$ cat src/hw/rtl/fsf_pkg.sv
// shared types and constants for the separation force block
`default_nettype none
package fsf_pkg;
	localparam int MaxNeighbors = 1024;
	localparam int CountW = 11;
	localparam int SumW = 56;
	localparam int DiffW = 33;
	localparam int RadW = 66;
	localparam int RootW = 33;
	localparam int MulAW = 64;
	localparam int MulBW = 34;
	localparam int DivNW = 56;
	localparam int DivDW = 33;
	localparam int CfgW = 31;
	localparam int StepW = 6;
	localparam logic [StepW-1:0] MulSteps = StepW'(MulBW);
	localparam logic [StepW-1:0] DivSteps = StepW'(DivNW);
	localparam logic [StepW-1:0] RootSteps = StepW'(RadW / 2);

	localparam logic CfgRadius = 1'b0;
	localparam logic CfgSpeed = 1'b1;
	localparam logic [CfgW-1:0] RadiusReset = CfgW'(1310720);
	localparam logic [CfgW-1:0] SpeedReset = CfgW'(655360);

	typedef struct packed {
		logic signed [31:0] agent_x;
		logic signed [31:0] agent_y;
		logic signed [31:0] neighbor_x;
		logic signed [31:0] neighbor_y;
		logic neighbor_valid;
		logic last;
	} in_word_t;

	typedef struct packed {
		logic signed [31:0] vel_x;
		logic signed [31:0] vel_y;
		logic [CountW-1:0] neighbor_total;
		logic overflow;
	} out_word_t;
endpackage
`default_nettype wire

$ cat src/hw/rtl/flock_separation_force_core.sv
// separation steering core: sequencer, sums and result register
// channel  dir  handshake              payload
// in       in   in_valid / in_stall    in_data (fsf_pkg::in_word_t)
// out      out  out_valid / out_stall  out_data (fsf_pkg::out_word_t)
// cfg      in   cfg_we                 cfg_index, cfg_data
// a valid neighbor is squared per component, rooted, then divided and multiplied per component
// (each unit steps bit by bit between a start and a hand-off) once the word is taken
// a zero-length offset ends after the root; an invalid or surplus word skips the units
// closing a set divides and scales each sum, an empty set skips that; in_stall is high while a word is in work
// the result sits in an output register; a new result waits while the previous one is stalled
// reset clears the sums, the count and the flags and restores both registers
`default_nettype none
module flock_separation_force_core (
	input wire logic clk,
	input wire logic arst_n,
	input wire logic in_valid,
	output logic in_stall,
	input wire fsf_pkg::in_word_t in_data,
	output logic out_valid,
	input wire logic out_stall,
	output fsf_pkg::out_word_t out_data,
	input wire logic cfg_we,
	input wire logic cfg_index,
	input wire logic [fsf_pkg::CfgW-1:0] cfg_data
);
	typedef enum logic [3:0] {
		S_IDLE, S_SQX, S_SQY, S_ROOT, S_DIVX, S_MULX, S_DIVY, S_MULY,
		S_FIN, S_FDX, S_FMX, S_FDY, S_FMY, S_EMIT
	} state_t;

	state_t state_q;
	logic [fsf_pkg::CfgW-1:0] radius_q;
	logic [fsf_pkg::CfgW-1:0] speed_q;
	logic signed [fsf_pkg::SumW-1:0] sum_x_q;
	logic signed [fsf_pkg::SumW-1:0] sum_y_q;
	logic [fsf_pkg::CountW-1:0] count_q;
	logic cnt_ovf_q;
	logic sat_q;
	logic last_q;
	logic launch_q;
	logic out_valid_q;
	fsf_pkg::out_word_t out_q;
	logic signed [fsf_pkg::DiffW-1:0] dx_q;
	logic signed [fsf_pkg::DiffW-1:0] dy_q;
	logic [63:0] sx_q;
	logic [fsf_pkg::RootW-1:0] dist_q;
	logic signed [31:0] vx_q;
	logic signed [31:0] vy_q;

	logic signed [fsf_pkg::DiffW-1:0] dx_in;
	logic signed [fsf_pkg::DiffW-1:0] dy_in;
	logic [fsf_pkg::DiffW-1:0] ax;
	logic [fsf_pkg::DiffW-1:0] ay;
	logic signed [33:0] weight;
	logic [33:0] wmag;
	logic [fsf_pkg::SumW-1:0] smag_x;
	logic [fsf_pkg::SumW-1:0] smag_y;

	logic unit_state;
	logic mul_state;
	logic div_state;
	logic mul_start, div_start, root_start;
	logic mul_done, div_done, root_done;
	logic [fsf_pkg::MulAW-1:0] mul_a;
	logic [fsf_pkg::MulBW-1:0] mul_b;
	logic [fsf_pkg::MulAW-1:0] prod;
	logic [fsf_pkg::DivNW-1:0] div_n;
	logic [fsf_pkg::DivDW-1:0] div_d;
	logic [fsf_pkg::DivNW-1:0] quo;
	logic [fsf_pkg::RootW-1:0] root;

	logic [34:0] comp_mag;
	logic comp_neg;
	logic signed [fsf_pkg::SumW-1:0] comp;
	logic [47:0] fp;
	logic fneg;
	logic fsat;
	logic [47:0] fclip;
	logic [47:0] fval;

	assign dx_in = fsf_pkg::DiffW'(in_data.agent_x) - fsf_pkg::DiffW'(in_data.neighbor_x);
	assign dy_in = fsf_pkg::DiffW'(in_data.agent_y) - fsf_pkg::DiffW'(in_data.neighbor_y);
	assign ax = dx_q[fsf_pkg::DiffW-1] ? -dx_q : dx_q;
	assign ay = dy_q[fsf_pkg::DiffW-1] ? -dy_q : dy_q;
	assign weight = $signed({3'b000, radius_q}) - $signed({1'b0, dist_q});
	assign wmag = weight[33] ? -weight : weight;
	assign smag_x = sum_x_q[fsf_pkg::SumW-1] ? -sum_x_q : sum_x_q;
	assign smag_y = sum_y_q[fsf_pkg::SumW-1] ? -sum_y_q : sum_y_q;

	assign mul_state = (state_q == S_SQX) || (state_q == S_SQY) || (state_q == S_MULX)
		|| (state_q == S_MULY) || (state_q == S_FMX) || (state_q == S_FMY);
	assign div_state = (state_q == S_DIVX) || (state_q == S_DIVY)
		|| (state_q == S_FDX) || (state_q == S_FDY);
	assign unit_state = mul_state || div_state || (state_q == S_ROOT);
	assign mul_start = mul_state && !launch_q;
	assign div_start = div_state && !launch_q;
	assign root_start = (state_q == S_ROOT) && !launch_q;

	always_comb begin
		mul_a = '0;
		mul_b = '0;
		div_n = '0;
		div_d = '0;
		case (state_q)
			S_SQX: begin
				mul_a = fsf_pkg::MulAW'(ax);
				mul_b = fsf_pkg::MulBW'(ax);
			end
			S_SQY: begin
				mul_a = fsf_pkg::MulAW'(ay);
				mul_b = fsf_pkg::MulBW'(ay);
			end
			S_MULX, S_MULY: begin
				mul_a = fsf_pkg::MulAW'(quo[16:0]);
				mul_b = wmag;
			end
			S_FMX, S_FMY: begin
				mul_a = fsf_pkg::MulAW'(quo);
				mul_b = fsf_pkg::MulBW'(speed_q);
			end
			S_DIVX: begin
				div_n = fsf_pkg::DivNW'({ax, 16'h0000});
				div_d = dist_q;
			end
			S_DIVY: begin
				div_n = fsf_pkg::DivNW'({ay, 16'h0000});
				div_d = dist_q;
			end
			S_FDX: begin
				div_n = smag_x;
				div_d = fsf_pkg::DivDW'(count_q);
			end
			S_FDY: begin
				div_n = smag_y;
				div_d = fsf_pkg::DivDW'(count_q);
			end
			default: begin
			end
		endcase
	end

	// signed contribution of one component
	assign comp_mag = prod[50:16];
	assign comp_neg = ((state_q == S_MULX) ? dx_q[fsf_pkg::DiffW-1] : dy_q[fsf_pkg::DiffW-1])
		^ weight[33];
	assign comp = comp_neg ? -$signed(fsf_pkg::SumW'(comp_mag))
		: $signed(fsf_pkg::SumW'(comp_mag));

	// scale and saturate the averaged sum
	assign fp = prod[63:16];
	assign fneg = (state_q == S_FMX) ? sum_x_q[fsf_pkg::SumW-1] : sum_y_q[fsf_pkg::SumW-1];
	assign fsat = fneg ? (fp > 48'h0000_8000_0000) : (fp > 48'h0000_7FFF_FFFF);
	assign fclip = fsat ? (fneg ? 48'h0000_8000_0000 : 48'h0000_7FFF_FFFF) : fp;
	assign fval = fneg ? -fclip : fclip;

	fsf_mul u_mul (
		.clk(clk), .arst_n(arst_n), .start(mul_start), .a(mul_a), .b(mul_b),
		.done(mul_done), .prod(prod)
	);

	fsf_div u_div (
		.clk(clk), .arst_n(arst_n), .start(div_start), .num(div_n), .den(div_d),
		.done(div_done), .quo(quo)
	);

	fsf_sqrt u_sqrt (
		.clk(clk), .arst_n(arst_n), .start(root_start),
		.rad({1'b0, 65'(sx_q) + 65'(prod)}), .done(root_done), .root(root)
	);

	always_ff @(posedge clk or negedge arst_n) begin
		if (!arst_n) begin
			state_q <= S_IDLE;
			radius_q <= fsf_pkg::RadiusReset;
			speed_q <= fsf_pkg::SpeedReset;
			sum_x_q <= '0;
			sum_y_q <= '0;
			count_q <= '0;
			cnt_ovf_q <= 1'b0;
			sat_q <= 1'b0;
			last_q <= 1'b0;
			launch_q <= 1'b0;
			out_valid_q <= 1'b0;
		end else begin
			if (cfg_we) begin
				case (cfg_index)
					fsf_pkg::CfgRadius: radius_q <= cfg_data;
					fsf_pkg::CfgSpeed: speed_q <= cfg_data;
					default: begin
					end
				endcase
			end
			if (state_q == S_EMIT && (!out_valid_q || !out_stall)) out_valid_q <= 1'b1;
			else if (out_valid_q && !out_stall) out_valid_q <= 1'b0;
			if (unit_state && !launch_q) launch_q <= 1'b1;
			if (mul_done || div_done || root_done) launch_q <= 1'b0;
			case (state_q)
				S_IDLE: begin
					if (in_valid) begin
						last_q <= in_data.last;
						if (in_data.neighbor_valid &&
							(32'(count_q) < 32'(fsf_pkg::MaxNeighbors))) begin
							count_q <= count_q + 1'b1;
							state_q <= S_SQX;
						end else begin
							if (in_data.neighbor_valid) cnt_ovf_q <= 1'b1;
							if (in_data.last) state_q <= S_FIN;
						end
					end
				end
				S_SQX: if (mul_done) state_q <= S_SQY;
				S_SQY: if (mul_done) state_q <= S_ROOT;
				S_ROOT: begin
					if (root_done) begin
						if (root != '0) state_q <= S_DIVX;
						else state_q <= last_q ? S_FIN : S_IDLE;
					end
				end
				S_DIVX: if (div_done) state_q <= S_MULX;
				S_MULX: begin
					if (mul_done) begin
						sum_x_q <= sum_x_q + comp;
						state_q <= S_DIVY;
					end
				end
				S_DIVY: if (div_done) state_q <= S_MULY;
				S_MULY: begin
					if (mul_done) begin
						sum_y_q <= sum_y_q + comp;
						state_q <= last_q ? S_FIN : S_IDLE;
					end
				end
				S_FIN: begin
					sat_q <= 1'b0;
					state_q <= (count_q != '0) ? S_FDX : S_EMIT;
				end
				S_FDX: if (div_done) state_q <= S_FMX;
				S_FMX: begin
					if (mul_done) begin
						if (fsat) sat_q <= 1'b1;
						state_q <= S_FDY;
					end
				end
				S_FDY: if (div_done) state_q <= S_FMY;
				S_FMY: begin
					if (mul_done) begin
						if (fsat) sat_q <= 1'b1;
						state_q <= S_EMIT;
					end
				end
				S_EMIT: begin
					if (!out_valid_q || !out_stall) begin
						sum_x_q <= '0;
						sum_y_q <= '0;
						count_q <= '0;
						cnt_ovf_q <= 1'b0;
						state_q <= S_IDLE;
					end
				end
				default: state_q <= S_IDLE;
			endcase
		end
	end

	always_ff @(posedge clk) begin
		if (state_q == S_IDLE && in_valid) begin
			dx_q <= dx_in;
			dy_q <= dy_in;
		end
		if (state_q == S_SQX && mul_done) sx_q <= prod;
		if (state_q == S_ROOT && root_done) dist_q <= root;
		if (state_q == S_FIN) begin
			vx_q <= '0;
			vy_q <= '0;
		end
		if (state_q == S_FMX && mul_done) vx_q <= fval[31:0];
		if (state_q == S_FMY && mul_done) vy_q <= fval[31:0];
		if (state_q == S_EMIT && (!out_valid_q || !out_stall)) begin
			out_q.vel_x <= vx_q;
			out_q.vel_y <= vy_q;
			out_q.neighbor_total <= count_q;
			out_q.overflow <= cnt_ovf_q || sat_q;
		end
	end

	assign in_stall = (state_q != S_IDLE);
	assign out_valid = out_valid_q;
	assign out_data = out_q;
endmodule
`default_nettype wire

$ cat src/hw/rtl/fsf_mul.sv
// bit-serial shift-add multiplier, product kept modulo 2^64
`default_nettype none
module fsf_mul (
	input wire logic clk,
	input wire logic arst_n,
	input wire logic start,
	input wire logic [fsf_pkg::MulAW-1:0] a,
	input wire logic [fsf_pkg::MulBW-1:0] b,
	output logic done,
	output logic [fsf_pkg::MulAW-1:0] prod
);
	logic [fsf_pkg::MulAW-1:0] a_q;
	logic [fsf_pkg::MulBW-1:0] b_q;
	logic [fsf_pkg::MulAW-1:0] acc_q;
	logic [fsf_pkg::StepW-1:0] cnt_q;
	logic busy_q;
	logic done_q;

	always_ff @(posedge clk or negedge arst_n) begin
		if (!arst_n) begin
			busy_q <= 1'b0;
			done_q <= 1'b0;
			cnt_q <= '0;
		end else begin
			done_q <= 1'b0;
			if (start) begin
				busy_q <= 1'b1;
				cnt_q <= fsf_pkg::MulSteps;
			end else if (busy_q) begin
				cnt_q <= cnt_q - 1'b1;
				if (cnt_q == fsf_pkg::StepW'(1)) begin
					busy_q <= 1'b0;
					done_q <= 1'b1;
				end
			end
		end
	end

	always_ff @(posedge clk) begin
		if (start) begin
			a_q <= a;
			b_q <= b;
			acc_q <= '0;
		end else if (busy_q) begin
			if (b_q[0]) acc_q <= acc_q + a_q;
			a_q <= {a_q[fsf_pkg::MulAW-2:0], 1'b0};
			b_q <= {1'b0, b_q[fsf_pkg::MulBW-1:1]};
		end
	end

	assign done = done_q;
	assign prod = acc_q;
endmodule
`default_nettype wire

$ cat src/hw/rtl/fsf_div.sv
// restoring divider, one quotient bit per cycle
`default_nettype none
module fsf_div (
	input wire logic clk,
	input wire logic arst_n,
	input wire logic start,
	input wire logic [fsf_pkg::DivNW-1:0] num,
	input wire logic [fsf_pkg::DivDW-1:0] den,
	output logic done,
	output logic [fsf_pkg::DivNW-1:0] quo
);
	logic [fsf_pkg::DivNW-1:0] q_q;
	logic [fsf_pkg::DivDW-1:0] d_q;
	logic [fsf_pkg::DivDW-1:0] rem_q;
	logic [fsf_pkg::StepW-1:0] cnt_q;
	logic busy_q;
	logic done_q;
	logic [fsf_pkg::DivDW:0] rem2;
	logic [fsf_pkg::DivDW:0] diff;

	assign rem2 = {rem_q, q_q[fsf_pkg::DivNW-1]};
	assign diff = rem2 - {1'b0, d_q};

	always_ff @(posedge clk or negedge arst_n) begin
		if (!arst_n) begin
			busy_q <= 1'b0;
			done_q <= 1'b0;
			cnt_q <= '0;
		end else begin
			done_q <= 1'b0;
			if (start) begin
				busy_q <= 1'b1;
				cnt_q <= fsf_pkg::DivSteps;
			end else if (busy_q) begin
				cnt_q <= cnt_q - 1'b1;
				if (cnt_q == fsf_pkg::StepW'(1)) begin
					busy_q <= 1'b0;
					done_q <= 1'b1;
				end
			end
		end
	end

	always_ff @(posedge clk) begin
		if (start) begin
			q_q <= num;
			d_q <= den;
			rem_q <= '0;
		end else if (busy_q) begin
			if (rem2 >= {1'b0, d_q}) begin
				rem_q <= diff[fsf_pkg::DivDW-1:0];
				q_q <= {q_q[fsf_pkg::DivNW-2:0], 1'b1};
			end else begin
				rem_q <= rem2[fsf_pkg::DivDW-1:0];
				q_q <= {q_q[fsf_pkg::DivNW-2:0], 1'b0};
			end
		end
	end

	assign done = done_q;
	assign quo = q_q;
endmodule
`default_nettype wire

$ cat src/hw/rtl/fsf_sqrt.sv
// integer square root, two radicand bits per cycle
`default_nettype none
module fsf_sqrt (
	input wire logic clk,
	input wire logic arst_n,
	input wire logic start,
	input wire logic [fsf_pkg::RadW-1:0] rad,
	output logic done,
	output logic [fsf_pkg::RootW-1:0] root
);
	logic [fsf_pkg::RadW-1:0] rad_q;
	logic [34:0] rem_q;
	logic [fsf_pkg::RootW-1:0] root_q;
	logic [fsf_pkg::StepW-1:0] cnt_q;
	logic busy_q;
	logic done_q;
	logic [36:0] rem2;
	logic [36:0] trial;
	logic [36:0] diff;

	assign rem2 = {rem_q, rad_q[fsf_pkg::RadW-1 -: 2]};
	assign trial = {2'b00, root_q, 2'b01};
	assign diff = rem2 - trial;

	always_ff @(posedge clk or negedge arst_n) begin
		if (!arst_n) begin
			busy_q <= 1'b0;
			done_q <= 1'b0;
			cnt_q <= '0;
		end else begin
			done_q <= 1'b0;
			if (start) begin
				busy_q <= 1'b1;
				cnt_q <= fsf_pkg::RootSteps;
			end else if (busy_q) begin
				cnt_q <= cnt_q - 1'b1;
				if (cnt_q == fsf_pkg::StepW'(1)) begin
					busy_q <= 1'b0;
					done_q <= 1'b1;
				end
			end
		end
	end

	always_ff @(posedge clk) begin
		if (start) begin
			rad_q <= rad;
			rem_q <= '0;
			root_q <= '0;
		end else if (busy_q) begin
			rad_q <= {rad_q[fsf_pkg::RadW-3:0], 2'b00};
			if (rem2 >= trial) begin
				rem_q <= diff[34:0];
				root_q <= {root_q[fsf_pkg::RootW-2:0], 1'b1};
			end else begin
				rem_q <= rem2[34:0];
				root_q <= {root_q[fsf_pkg::RootW-2:0], 1'b0};
			end
		end
	end

	assign done = done_q;
	assign root = root_q;
endmodule
`default_nettype wire

$ cat config.mk
export PLATFORM = sky130hd
export DESIGN_NAME = flock_separation_force_core
export DESIGN_NICKNAME = d
export VERILOG_FILES = /design/src/hw/rtl/fsf_pkg.sv /design/src/hw/rtl/flock_separation_force_core.sv /design/src/hw/rtl/fsf_mul.sv /design/src/hw/rtl/fsf_div.sv /design/src/hw/rtl/fsf_sqrt.sv
export SDC_FILE = /design/constraint.sdc
export NUM_CORES = 2
export LEC_CHECK = 0
export ABC_AREA = 1
export BUFFER_PORTS_ARGS = -buffer_cell sky130_fd_sc_hd__buf_4
export CAP_MARGIN = 20
export CORE_ASPECT_RATIO = 2
export CORE_UTILIZATION = 50
export DETAILED_ROUTE_END_ITERATION = 10
export PLACE_DENSITY = 0.62
export REMOVE_ABC_BUFFERS = 1
export SETUP_SLACK_MARGIN = 0.15
export SYNTH_ARGS = -nofsm -noshare
export SYNTH_HDL_FRONTEND = slang
export SYNTH_HIERARCHICAL = 1
export SYNTH_SLANG_ARGS = --single-unit
$ cat constraint.sdc
create_clock -name clk -period 6.85 [get_ports clk]
set_input_delay 0.3425 -clock clk [delete_from_list [all_inputs] [get_ports clk]]
set_output_delay 0.3425 -clock clk [all_outputs]
set_load 0.02 [all_outputs]
# After elaboration in Yosys (flattened, before gate mapping)
# Cells that the tools add are included.
[classes] n_mux=95 n_addsub=20 bitwise=2 reduce_logical=58 shift=0 magnitude_cmp=5 n_eq_ne=35 n_mul=0 n_div=0
[op_table] cell="two-way mux 56 bit" count=8
[op_table] cell="one-hot mux 56 bit (4 select lines)" count=2
[op_table] cell="one-hot mux 56 bit (2 select lines)" count=2
[op_table] cell="two-way mux 32 bit" count=6
[op_table] cell="one-hot mux 34 bit (4 select lines)" count=1
[op_table] cell="two-way mux 65 bit" count=2
[op_table] cell="two-way mux 64 bit" count=2
[op_table] cell="adder 56 bit" count=2
[op_table] cell="negation 56 bit" count=2
[op_table] cell="two-way mux 34 bit" count=3
[op_table] cell="two-way mux 33 bit" count=3
[op_table] cell="two-way mux 4 bit" count=17
[op_table] cell="negation 33 bit" count=2
[op_table] cell="one-hot mux 33 bit (2 select lines)" count=1
[op_table] cell="subtractor 32 x 32 -> 33 bit" count=2
[op_table] cell="adder 64 x 64 -> 65 bit" count=1
[op_table] cell="adder 64 bit" count=1
[op_table] cell="negation 35 -> 56 bit" count=1
[op_table] cell="one-hot mux 4 bit (14 select lines)" count=1
[op_table] cell="greater-than comparator 48 x 31 -> 1 bit (second input constant)" count=1
[op_table] cell="greater-than comparator 48 x 32 -> 1 bit (second input constant)" count=1
[op_table] cell="greater-or-equal comparator 37 x 35 -> 1 bit" count=1
[op_table] cell="two-way mux 6 bit" count=6
[op_table] cell="two-way mux 35 bit" count=1
[op_table] cell="other kinds (38)" count=146
[word_totals] elab_cells=255 ramBits=0 mem_count=0 output_inout_bits=78 romBits=0 latchBits=0 reg_bits=939

# Depth between registers and ports, before layout
[logic_depth] word_depth=11 ltp_mapped=37 ltp_nobuf=36

# Cells and area by module
# Netlist, hierarchy kept.
[modules_own_cells] module="flock_separation_force_core" area_per_inst_um2=43151.4 instances=1 cells_each=6188
[modules_own_cells] module="fsf_mul" area_per_inst_um2=12707.2 instances=1 cells_each=2056
[modules_own_cells] module="fsf_sqrt" area_per_inst_um2=8558.2 instances=1 cells_each=1255
[modules_own_cells] module="fsf_div" area_per_inst_um2=8072.7 instances=1 cells_each=1132

# Least setup slack after synthesis
# Ideal clock, no wire load.
[synth_path] kind="register -> register" startpoint="register state_q[0]" endpoint="register sum_y_q[17] (netlist name)" path_stages_with_launch=12 n_path_buf=1 path_slack_ns=0.933 arrival_ns=5.821 setup_time_ns=0.096 cell_sequence="dfrtp_1 > inv_2 > nor2_1 > inv_1 > nor2_1 > inv_1 > nor2_1 > inv_1 > nand2_1 > inv_2 > clkbuf_1 > o31ai_1"
[synth_via] elab_chain_cells=7 word_cells_on_any_way=13 classes_between="1 x add/sub; 5 x eq/ne; 4 x mux; 1 x bitwise; 2 x reduce/logical"
[synth_lines] element="from (decl)" line_no="flock_separation_force_core.sv:31" rtl="state_t state_q;"
[synth_lines] element="from (signal assigned)" line_no="flock_separation_force_core.sv:216" rtl="else state_q <= last_q ? S_FIN : S_IDLE;"
[synth_lines] element="from (signal assigned)" line_no="flock_separation_force_core.sv:230" rtl="state_q <= last_q ? S_FIN : S_IDLE;"
[synth_lines] element="from (signal assigned)" line_no="flock_separation_force_core.sv:235" rtl="state_q <= (count_q != '0) ? S_FDX : S_EMIT;"
[synth_lines] element="equality test 4 x 3 -> 1 bit" line_no="flock_separation_force_core.sv:144" rtl="assign comp_neg = ((state_q == S_MULX) ? dx_q[fsf_pkg::DiffW-1] : dy_q[fsf_pkg::DiffW-1])"
[synth_lines] element="two-way mux 1 bit" line_no="flock_separation_force_core.sv:144"
[synth_lines] element="XOR 1 bit" line_no="flock_separation_force_core.sv:145" rtl="^ weight[33];"
[synth_lines] element="two-way mux 56 bit" line_no="flock_separation_force_core.sv:146" rtl="assign comp = comp_neg ? -$signed(fsf_pkg::SumW'(comp_mag))"
[synth_lines] element="adder 56 bit" line_no="flock_separation_force_core.sv:229" rtl="sum_y_q <= sum_y_q + comp;"
[synth_lines] element="two-way mux 56 bit" line_no="flock_separation_force_core.sv:228" rtl="if (mul_done) begin"
[synth_lines] element="one-hot mux 56 bit (2 select lines)" line_no="flock_separation_force_core.sv:197" rtl="case (state_q)"
[synth_lines] element="to (signal assigned)" line_no="flock_separation_force_core.sv:229"
[synth_lines] element="to (decl)" line_no="flock_separation_force_core.sv:35" rtl="logic signed [fsf_pkg::SumW-1:0] sum_y_q;"
# Parallel ways exist; a longest one is shown, timed or not. The select of a mux whose other input is x is not followed.
# A chain may end at the register's enable or synchronous reset.

# Final worst setup path
[layout_path] startpoint="register u_mul.acc_q, in the netlist u_mul/prod[16]" endpoint="register sum_x_q[52] (netlist name)"
[layout_via] elab_chain_cells=5
[layout_lines] element="from (decl)" line_no="fsf_mul.sv:14" rtl="logic [fsf_pkg::MulAW-1:0] acc_q;"
[layout_lines] element="from (signal assigned)" line_no="fsf_mul.sv:45" rtl="if (b_q[0]) acc_q <= acc_q + a_q;"
[layout_lines] element="negation 35 -> 56 bit" line_no="flock_separation_force_core.sv:146"
[layout_lines] element="two-way mux 56 bit *" line_no="flock_separation_force_core.sv:146"
[layout_lines] element="adder 56 bit *" line_no="flock_separation_force_core.sv:222" rtl="sum_x_q <= sum_x_q + comp;"
[layout_lines] element="two-way mux 56 bit *" line_no="flock_separation_force_core.sv:221" rtl="if (mul_done) begin"
[layout_lines] element="one-hot mux 56 bit (2 select lines) *" line_no="flock_separation_force_core.sv:197"
[layout_lines] element="to (signal assigned)" line_no="flock_separation_force_core.sv:222"
[layout_lines] element="to (decl)" line_no="flock_separation_force_core.sv:34" rtl="logic signed [fsf_pkg::SumW-1:0] sum_x_q;"
# Mark *: on every way between the ends. The rest lies on a longest branch, timed or not. The select of a mux whose other input is x is not followed.

==> reports/qor.txt <==
Fill cells -> 14300
R2R Path End -> sum_x_q[52]$_DFFE_PN0P_
Clock Tree Root -> clkbuf_16
Clock Skew -> 0.0539 ns
Number of DRC markers in iteration 0 -> 6866
Post-DP Area -> 0.0766 mm2
Multi-input combinational cell area -> 0.0397 mm2
Core area -> 0.144 mm2
GRT Overall Usage -> 41.9%
WP data required -> 7.46 ns
VDD IR max -> 0.000327 V
Mapped Cells -> 10600
Post-CTS setup buffer count -> 0
DR DRC count -> 0
WL/cell -> 24.3 um
Register area -> 0.0255 mm2
Synth warn -> 6
Final Setup Violations -> 0
Flop2flop setup slack -> 0.86 ns
Worst reg2reg path startpoint -> u_mul/prod[16]$_SDFFE_PP0P_
EDFF count, synth -> 556
Final Slew Violations -> 0
Run status -> finished clean
Die area -> 0.147 mm2
CTS Buffer Depth -> 3
Clock transition at path regs -> 0.07 ns
Vias in the first global route -> 72600
Die H -> 540 um
RSZ-0062 raised after global routing -> false
Leak -> 39.5 nW
Die width -> 271 um
Synth Flop Type -> edfxtp_1
H-tree lvl count -> 3
CTS Sinks -> 939
Final GP Congestion -> 1.12
# IOs -> 245
Critical Path AT -> 6.60 ns
Routed WL -> 313000 um
Vias -> 74000
CTS buffer count -> 93
Syn Area/Cell -> 6.82 um2
Overflow after GRT -> 0
TNS Setup -> 0 ns
Area grow syn2layout -> 10.9%
Setup WS pre-CTS -> 0.858 ns
Design area -> 0.0804 mm2
CTS tree -> built
Via-per-instance ratio -> 5.75
Slew headroom -> 10.7%
Fmax -> 167 MHz
CP Launch Type -> register
Period utilisation layout -> 87.4%
Pwr Density -> 539 mW/mm2
Critical path's slowest cell -> dfxtp_1
Post-synthesis register bit count -> 939
Largest net degree at the start of global routing -> 124
Layout cells sized above 1 -> 6.13%
Initial antenna violation count -> 17
Worst Tran Pin Value -> 1.32 ns
Nets -> 11500
First-pass GRT wire length -> 454000 um
Crit end category -> register
Max-cap violations -> 0
R2R depth -> 28
Hold WC Path Type -> input pin to register
Post-Syn Area -> 0.0725 mm2
Slack of the critical path -> 0.862 ns
Crit path top cell by count -> nand2_1
WP buf/inv -> 3
Row cnt -> 197
Kind of critical path -> register to register
Top delay family on crit path -> simple AND/OR/NAND/NOR gates
Worst-Skew Late Latency -> 0.73 ns
Final ANT Viol Nets -> 0
Initial core utilization -> 50.4%
Fraction of registers with async set/reset -> 23.2%
Largest stage delay, worst path -> 0.62 ns
Fin. Hold Viols -> 0
Hold_sp -> cfg_data[21]
Synth unique cells -> 72
Fin util -> 55.8%
CP Max Fanout -> 10
Port Buf Inserts -> 244
Hold-critical path endpoint -> speed_q[21]$_DFFE_PN0P_
Minimum clock period -> 5.99 ns
Post-DP HPWL -> 249000 um
Seq/Total Area, Yosys -> 35.1%
Worst hold stages -> 3
Drt first pass iters -> 7
## synth_stat cells, drive strengths merged (33+ instances only)
library cell  instances  share of area [%]
nand2              3227                 17
xor2                236                2.9
nor4                 50               0.45
o21ai               588                4.1
buf                  54               0.46
clkbuf              171               0.89
a31oi               127                1.1
nor2               1172                6.2
nand3b               33               0.34
o211ai               37               0.38
a21oi               588                4.1
nand4               102               0.88
xnor2               110                1.3
nor3                161                1.2
dfrtp               214                7.4
dfxtp               165                4.6
o22ai               106               0.91
inv                1719                8.9
nand3               507                3.6
ha                  431                7.4
edfxtp              556                 23
## placed cells by master (no fill, tap or decap), drive strengths merged, types with 110 or more instances in the layout
master,Yosys,routed
dfrtp,214,214
nand2,3227,3227
clkbuf,171,124
nor2,1172,1172
ha,431,431
a31oi,127,127
buf,54,354
xor2,236,236
nor3,161,161
a21oi,588,588
o21ai,588,588
dfxtp,165,165
xnor2,110,110
nand3,507,507
inv,1719,1730
edfxtp,556,556
## cell families (layout without fill, tap and decap cells)
group	Yosys count	count (layout)	share of synthesized area, %
adders and majority gates	439	439	7.66
AOI/OAI and AO/OA	1646	1646	12.7
and+or+nand+nor	5305	5305	30.0
muxes	1	1	0.0138
buffers and inverters	1954	2286	10.3
DFF	939	939	35.1
xor gates and xnor gates	346	346	4.18
other	1	17	0.00517
## routing by layer
layer | track usage, % | up-vias | routed length (um)
met2 | 73.0 | 3542 | 152000
li1 | - | 34900 | -
met3 | 9.13 | 1438 | 22900
met4 | 45.7 | 18 | 41200
met1 | 38.4 | 34100 | 96700
met5 | 0 | - | 123
## layout make-up
class,count,area share (%)
multi-input combinational,7746,49.4
sequential,939,31.7
inverter,1729,8.08
timing repair buffer,381,3.72
clock buffer,117,3.23
tap,1890,2.94
clock inverter,59,0.905
antenna,8,0.0249
## metrics by stage
stage	std cells	hold WS, ns	total power [W]
2_1_floorplan	10400	0.0469	0.0266
3_3_place_gp	12600	0.400	0.0363
3_5_place_dp	12700	0.405	0.0365
4_1_cts	12800	0.00458	0.0423
5_1_grt	12900	0.0196	0.0458
6_report	12900	0.0313	0.0433
## how the worst max path moves through the flow
stage | start | endpoint | depth (start not counted)
floorplan | state_q[0]$_DFFE_PN0P_ | u_mul/cnt_q[0]$_DFFE_PN0P_ | 12
global placement | radius_q[24]$_DFFE_PN0P_ | sum_y_q[50]$_DFFE_PN0P_ | 30
detailed placement | radius_q[16]$_DFFE_PN0P_ | sum_y_q[50]$_DFFE_PN0P_ | 32
CTS | radius_q[16]$_DFFE_PN0P_ | sum_y_q[50]$_DFFE_PN0P_ | 32
global route | radius_q[22]$_DFFE_PN0P_ | sum_x_q[50]$_DFFE_PN0P_ | 29
finish | u_mul/prod[16]$_SDFFE_PP0P_ | sum_x_q[52]$_DFFE_PN0P_ | 28
## timing repair
| item | 4_1_cts | 5_1_grt |
|---|---|---|
| hold buffers | 19 | 0 |
| gates resized for setup | 0 | 2 |
| endpoints found under the hold margin | 124 | 0 |
| setup endpoints to repair | 0 | 9 |
## registers in the layout, indices dropped and copies added, names as in the netlist, 34 cells and up
register / flops
sum_x_q: 56
sx_q: 64
u_sqrt/rad_q: 66
u_mul/prod: 64
u_div/quo: 56
u_mul/b_q: 34
sum_y_q: 56
out_data: 76
u_sqrt/rem_q: 35
u_mul/a_q: 64
## where the power goes
part	internal, W	switching (W)	leakage, nW
sequential	0.00822	0.00206	9.21
combinational	0.00791	0.0194	28.7
clock	0.00315	0.00256	1.60
## worst min-delay path, cell delays in order
cell and delay (ns):
buf_4 0.10, inv_1 0.11, o21ai_0 0.17
(Power assumes the default switching activity.)
